`config.mk`:
```
export PLATFORM = sky130hd
export DESIGN_NAME = sge_ctrl
export DESIGN_NICKNAME = d
export VERILOG_FILES = /design/src/sv/sge_pkg.sv /design/src/sv/sge_ctrl.sv
export SDC_FILE = /design/constraint.sdc
export NUM_CORES = 1
export LEC_CHECK = 0
export BUFFER_PORTS_ARGS = -buffer_cell sky130_fd_sc_hd__buf_4
export CORE_AREA = 2 2 39 41
export CTS_CLUSTER_DIAMETER = 60
export DETAILED_ROUTE_END_ITERATION = 10
export DIE_AREA = 0 0 41 43
export SLEW_MARGIN = 15
export SYNTH_ARGS = -nofsm -noshare
export SYNTH_HDL_FRONTEND = slang
export SYNTH_SLANG_ARGS = --single-unit
```
`constraint.sdc`:
```
create_clock -name clk -period 1.7 [get_ports clk]
set_input_delay 0.17 -clock clk [delete_from_list [all_inputs] [get_ports clk]]
set_output_delay 0.17 -clock clk [all_outputs]
set_load 0.005 [all_outputs]
```
`src/sv/sge_pkg.sv`:
```
// Shared types and constants for the Sobel edge stream block.
`default_nettype none
package sge_pkg;
  localparam int DEF_MAX_WIDTH  = 1024;
  localparam int DEF_MAX_HEIGHT = 1024;
  localparam int CFG_W   = 11;
  localparam int CIDX_W  = 2;
  localparam int PIX_W   = 8;
  localparam int GRAD_W  = 11;
  localparam int ABS_W   = 10;
  localparam int SUM_W   = 22;
  localparam int ROOT_W  = 11;
  localparam int REM_W   = 12;
  localparam int ITER_W  = 4;

  localparam logic [CIDX_W-1:0] REG_FRAME_WIDTH  = 2'd0;
  localparam logic [CIDX_W-1:0] REG_FRAME_HEIGHT = 2'd1;
  localparam logic [CIDX_W-1:0] REG_MAG_THRESH   = 2'd2;

  localparam logic [CFG_W-1:0] RST_FRAME_WIDTH  = 11'd640;
  localparam logic [CFG_W-1:0] RST_FRAME_HEIGHT = 11'd480;
  localparam logic [CFG_W-1:0] RST_MAG_THRESH   = 11'd100;

  typedef struct packed {
    logic capture;
    logic rd;
    logic shift;
    logic calc;
    logic sqx;
    logic sqy;
    logic sqrt_start;
    logic out_load;
  } cmd_t;

  typedef struct packed {
    logic item_ok;
    logic emit;
    logic sqrt_done;
    logic out_free;
  } sts_t;
endpackage
`default_nettype wire

```
`src/sv/sge_ctrl.sv`:
```
// Controller: sequences one item through read, shift, gradient, square, root and load.
`default_nettype none
module sge_ctrl (
  input  wire logic          clk,
  input  wire logic          rst,
  input  wire logic          in_valid,
  output logic               in_ready,
  input  wire sge_pkg::sts_t sts,
  output sge_pkg::cmd_t      cmd
);
  localparam logic [3:0] S_IDLE = 4'd0;
  localparam logic [3:0] S_RD   = 4'd1;
  localparam logic [3:0] S_SH   = 4'd2;
  localparam logic [3:0] S_CALC = 4'd3;
  localparam logic [3:0] S_SQX  = 4'd4;
  localparam logic [3:0] S_SQY  = 4'd5;
  localparam logic [3:0] S_SQS  = 4'd6;
  localparam logic [3:0] S_SQW  = 4'd7;
  localparam logic [3:0] S_OUT  = 4'd8;

  logic [3:0] state, state_next;

  always_comb begin
    state_next = state;
    cmd = '0;
    case (state)
      S_IDLE: begin
        if (in_valid && sts.item_ok) begin
          cmd.capture = 1'b1;
          state_next = S_RD;
        end
      end
      S_RD: begin
        cmd.rd = 1'b1;
        state_next = S_SH;
      end
      S_SH: begin
        cmd.shift = 1'b1;
        state_next = S_CALC;
      end
      S_CALC: begin
        cmd.calc = 1'b1;
        state_next = sts.emit ? S_SQX : S_IDLE;
      end
      S_SQX: begin
        cmd.sqx = 1'b1;
        state_next = S_SQY;
      end
      S_SQY: begin
        cmd.sqy = 1'b1;
        state_next = S_SQS;
      end
      S_SQS: begin
        cmd.sqrt_start = 1'b1;
        state_next = S_SQW;
      end
      S_SQW: begin
        if (sts.sqrt_done) state_next = S_OUT;
      end
      S_OUT: begin
        if (sts.out_free) begin
          cmd.out_load = 1'b1;
          state_next = S_IDLE;
        end
      end
      default: state_next = S_IDLE;
    endcase
  end

  always_ff @(posedge clk) begin
    if (rst) state <= S_IDLE;
    else state <= state_next;
  end

  assign in_ready = state == S_IDLE;

  a_sqrt_busy: assert property (@(posedge clk) disable iff (rst)
    cmd.sqrt_start |=> !sts.sqrt_done) else $error("root unit not busy after start");
  a_load_free: assert property (@(posedge clk) disable iff (rst)
    cmd.out_load |-> sts.out_free) else $error("output register overwritten");
  a_no_emit: assert property (@(posedge clk) disable iff (rst)
    (state == S_CALC && !sts.emit) |=> in_ready) else $error("silent item did not return");
endmodule
`default_nettype wire

```
==> results.tsv, run 1 <==
metric	value	unit
syn nets	42	
Power, Total	0.265	mW
Max Cap Viol	0	
TNS Setup	0	ns
CP max stage delay	0.43	ns
arrival time worst endpoint	1.35	ns
CP max-delay cell	nor4_2	
synthesis-to-layout area growth	57.6	%
Root Driver	clkbuf_4	
post-CTS setup buffer count	0	
cts hold-fix bufs	0	
Mapped Avg Cell Area	7.26	um2
Largest Register	state	
number of global-route vias before repair	250	
Worst-Skew Late Latency	0.23	ns
Synth top cells by count	nor3_1, nand2_1, dfxtp_1, nor2_1, buf_2	
routed length per instance	9.85	um
DP HPWL	518	um
worst-case clock buffer depth	2	
WP data required	1.53	ns
Iter 0 DRT Violations	5	
unrepaired setup endpoints after global routing	false	
leak pwr	0.174	nW
top-area cell type share of the netlist area	31.5	%
vias per cell	4.67	
I/O Buffers	15	
Worst R2R Start	state[3]$_SDFFE_PP0P_	
number of synthesis warnings	0	
Antenna Cells	0	
FMAX	657	MHz
post-synth top area cell	dfxtp_1	
Post-synth EDFFs	0	
Netlist Area Pre-Place	254	um2
Die Span Y	43	um
Chip Width	41	um
first-pass GRT wire length	1030	um
Detailed Route WL	650	um
Routed Antenna Nets	0	
die area	1760	um2
vias	308	
most common cell in the synthesized netlist	nor3_1	
initial core utilization	18.4	%
Final Hold Fails	0	
CP endpoint kind	output port	
All-Layer GR Usage	8.73	%
total CTS buffers	3	
GP Congestion	0.746	
peak supply drop	400	uV
CP Max Fanout	9	
Site Rows	14	
CP startpoint kind	flop	
max reg flops	4	
core box area	1380	um2
largest net degree at the start of global routing	11	
Final min period	1.52	ns
register area share after synthesis	31.5	%
PwrDens	663	nW/um2
Seq cells post-synth	4	
DR DRC count	0	
Hold Crit Class	in -> reg	
Clk pin slew, worst setup/hold paths	0.04	ns
# fillers	159	
Sink Count	4	
Placed Area	372	um2
Final period util	89.5	%
initial antenna violation count	0	
ys async rst share	0	%
biggest regs	state x4	
CTS tree	built	
Core Util, Final	28.9	%
kind of critical path	reg -> out	
worst-path cell chain	nor4_2 > and3_1 > buf_4	
origin of the worst setup path	state[0]$_SDFFE_PP0P_	
IO Count	16	
Final setup viols	0	
first-pass detailed-route iteration total	3	
count of cell types in the netlist	17	
Final Skew	0.00371	ns
global route overflow	0	
relative slew slack	75.3	%
Slew Limit Fails	0	
top_reg_cell synth	dfxtp_1	
Post-Layout Inst Area	400	um2
Synth area leaders	dfxtp_1, nor3_1, nand2_1, buf_2, nor2_1	
worst-margin pin slew	0.367	ns
Post-Syn Instances	35	
layout net count	59	
H-tree levels	1	
layout cells sized above 1	42.0	%
Hold Startpoint	rst	
status	complete, no violations	
## per-layer routing
metal	GRT usage, %	up-vias	wire [um]
met2	12.2	10	302
li1	-	159	-
met4	4.00	0	0
met1	10.6	139	301
met5	0	-	0
met3	4.71	0	45
## cells in the final DEF, fill, tap and decap left out
cell / instances
nor3_1: 6
and3_1: 1
and4b_2: 1
a221oi_1: 1
clkbuf_4: 3
a211o_2: 1
nand2_1: 5
a31oi_1: 1
nor4_2: 1
nor2b_1: 1
buf_4: 15
nand2b_1: 2
inv_1: 1
nor2_1: 4
a21oi_1: 1
dfxtp_1: 4
and4_1: 1
or4b_1: 1
## per-stage QoR
stage | hold WS, ns | cells | setup slack (ns)
floorplan | 0.249 | 35 | 0.369
global placement | 0.350 | 63 | 0.284
detailed placement | 0.351 | 63 | 0.287
CTS | 0.102 | 66 | 0.0502
global route | 0.108 | 66 | 0.104
finish | 0.113 | 66 | 0.178
## cell type report
type | count | area (um2) | share of cell area, %
clock buffer | 3 | 22.5 | 5.62
inverter | 1 | 3.75 | 0.938
multi-input combinational | 27 | 161 | 40.3
sequential | 4 | 80.1 | 20.0
tap | 16 | 20.0 | 5.00
timing repair buffer | 15 | 113 | 28.1
## path summary, 6_finish.rpt
| check | endpoint | slack, ns | depth (start not counted) |
|---|---|---|---|
| setup / recovery | cmd[7] | 0.18 | 3 |
| hold / removal | state[3]$_SDFFE_PP0P_ | 0.11 | 2 |
| setup reg to reg | state[3]$_SDFFE_PP0P_ | 0.29 | 3 |
| hold reg to reg | state[0]$_SDFFE_PP0P_ | 0.57 | 2 |
## where the power goes
| part | switching [mW] | internal (mW) |
|---|---|---|
| combinational | 0.0174 | 0.0285 |
| sequential | 0.00783 | 0.0978 |
| clock | 0.0352 | 0.0787 |
| total | 0.0604 | 0.205 |
## cells by family after synthesis
| logic type | count (synthesis) | share of synthesized area (%) |
|---|---|---|
| compound gates | 4 | 11.8 |
| buf+inv | 4 | 7.39 |
| flops | 4 | 31.5 |
| simple gates | 23 | 49.3 |
## repair_timing
item / 4_1_cts / 5_1_grt
hold endpoints to repair: 0 / 0
endpoints found under the setup margin: 0 / 1
resized for setup: 0 / 1
## worst max-delay path: cells and delay by family (launching register included)
family        cells  cell delay, ns
buf+inv           1            0.10
flops             1            0.38
simple gates      2            0.63
(Power assumes the default switching activity.)
==> inputs of run 2 (changes only) <==
- BUFFER_PORTS_ARGS: -buffer_cell sky130_fd_sc_hd__buf_4 -> -buffer_cell sky130_fd_sc_hd__buf_2
==> run 2 against run 1 <==
  * Non-clock buffer count stayed put
  * Worst hold slack better by 0.013 ns
  * Sequential share of layout area is 2.1 points higher
  * Power is 4.0% lower
  * Via count is 0.65% lower
  * Worst setup slack better by 0.045 ns
  * Wire length is 1.8% lower
  * Register-to-register slack worse by 0.04 ns
  * Sequential cell count stayed put
  * Combinational power is 18% lower
  * Clock skew is 0.0029 ns lower
  * Die area stayed put
  * Largest power group unchanged
==> results.tsv, run 2 (synthesis gave the netlist of run 1 again) <==
metric	value	unit	change
status	complete, no violations		
Hold Crit Class	in -> reg		
peak supply drop	260	uV	-35%
r2r setup slk	0.25	ns	-0.04 ns
number of global-route vias before repair	241		-3.6%
H-tree levels	1		unchanged
worst-margin pin slew	0.345	ns	-0.0215 ns
WP data required	1.53	ns	about the same
worst reg2reg endpoint	state[3]$_SDFFE_PP0P_		
Placed Area	334	um2	-10%
synthesis-to-layout area growth	42.9	%	
largest net degree at the start of global routing	11		unchanged
Slew Limit Fails	0		unchanged
final cell count without fillers	66		unchanged
I/O Buffers	15		unchanged
Antenna Cells	0		unchanged
relative slew slack	76.8	%	+1.4 points
Core Util, Final	26.2	%	-2.7 points
Worst R2R Start	state[3]$_SDFFE_PP0P_		
Sink Count	4		unchanged
vias	306		-0.65%
die area	1760	um2	unchanged
layout net count	59		unchanged
Final period util	86.9	%	-2.6 points
arrival time worst endpoint	1.31	ns	-0.04 ns
Crit path buffers/inverters	1		unchanged
first-pass detailed-route iteration total	4		+1
core box area	1380	um2	unchanged
worst-case clock buffer depth	2		unchanged
Final setup viols	0		unchanged
Final min period	1.48	ns	-0.0447 ns
total CTS buffers	3		unchanged
initial core utilization	18.4	%	unchanged
CP max stage delay	0.41	ns	-0.02 ns
DP HPWL	501	um	-3.3%
first-pass GRT wire length	924	um	-10%
Detailed Route WL	638	um	-1.8%
Crit path max-delay family	simple AND/OR/NAND/NOR gates		
global route overflow	0		unchanged
PwrDens	702	nW/um2	+5.9%
origin of the worst setup path	state[0]$_SDFFE_PP0P_		
FMAX	677	MHz	+3.0%
Post-Layout Inst Area	363	um2	-9.4%
Largest Register	state		
Worst path depth	3		unchanged
Final Hold Fails	0		unchanged
TNS Setup	0	ns	unchanged
Max Cap Viol	0		unchanged
Chip Width	41	um	unchanged
# fillers	160		+0.63%
crit path to	cmd[7]		
biggest regs	state x4		
All-Layer GR Usage	8.53	%	-0.20 points
CP Max Fanout	9		unchanged
CP endpoint kind	output port		
R2R cell count	3		unchanged
initial antenna violation count	0		unchanged
dpl cells	63		unchanged
Die Span Y	43	um	unchanged
dpl ws	0.253	ns	-0.0344 ns
Final Skew	0.000852	ns	-0.00286 ns
Worst-Skew Late Latency	0.23	ns	about the same
IO Count	16		unchanged
vias per cell	4.64		-0.65%
kind of critical path	reg -> out		
CTS tree	built		
CP max-delay cell	nor4_2		
worst-path cell chain	nor4_2 > and3_1 > buf_2		
layout cells sized above 1	42.0	%	unchanged
DR DRC count	0		unchanged
commonest cells after routing, fill and taps aside	buf_2, nor3_1, nand2_1		
Iter 0 DRT Violations	4		-1
max reg flops	4		unchanged
unrepaired setup endpoints after global routing	false		
GP Congestion	0.735		-1.4%
final worst slack	0.222	ns	+0.0447 ns
Site Rows	14		unchanged
Routed Antenna Nets	0		unchanged
multi-input logic area	161	um2	unchanged
Clk pin slew, worst setup/hold paths	0.03	ns	about the same
Root Driver	clkbuf_4		
leak pwr	0.168	nW	-3.7%
routed length per instance	9.67	um	-1.8%
commonest non-fill, non-tap cell in the layout	buf_2		
CP startpoint kind	flop		
Sequential Area	80.1	um2	unchanged
==> run 2: worst min-delay path by stage <==
stage	slack [ns]	cells after the start	end	start
2_1_floorplan	0.25	1	state[3]$_SDFFE_PP0P_	rst
3_3_place_gp	0.36	2	state[3]$_SDFFE_PP0P_	rst
4_1_cts	0.12	2	state[3]$_SDFFE_PP0P_	rst
5_1_grt	0.13	2	state[3]$_SDFFE_PP0P_	rst
3_5_place_dp	0.36	2	state[3]$_SDFFE_PP0P_	rst
6_report	0.13	2	state[3]$_SDFFE_PP0P_	rst
==> run 2: layout make-up <==
cell class | count | share of cell area [%]
multi-input combinational | 27 | 44.5
sequential | 4 | 22.1
timing repair buffer | 15 | 20.7
clock buffer | 3 | 6.21
tap | 16 | 5.52
inverter | 1 | 1.03
==> run 2: where the power goes <==
group / switching [mW] / internal, mW / total [mW]
clock network: 0.0339 / 0.0786 / 0.113
logic: 0.0169 / 0.0206 / 0.0375
registers: 0.00692 / 0.0978 / 0.105
==> run 2: stage by stage <==
step	total power, mW	hold slack [ns]
floorplan	0.125	0.249
global placement	0.142	0.363
detailed placement	0.142	0.360
CTS	0.260	0.116
global route	0.275	0.126
finish	0.255	0.126
==> run 2: worst register-to-register path: stages, from the launching register on <==
cell      delay, ns
dfxtp_1        0.46
inv_1          0.11
or4b_1         0.52
a221oi_1       0.27
==> run 2: layer usage <==
layer  vias up  GRT usage, %  wire length, um
met5         -             0                0
met3         0          4.71               29
met4         0          8.00                0
met1       142          9.00              313
met2         8          11.3              294
li1        156             -                -
==> run 2: what timing repair did <==
| action | in CTS | in global routing |
|---|---|---|
| buffers inserted | 0 | 0 |
| hold buffers | 0 | 0 |
| endpoints found under the setup margin | 0 | 1 |
| resized for setup | 0 | 1 |
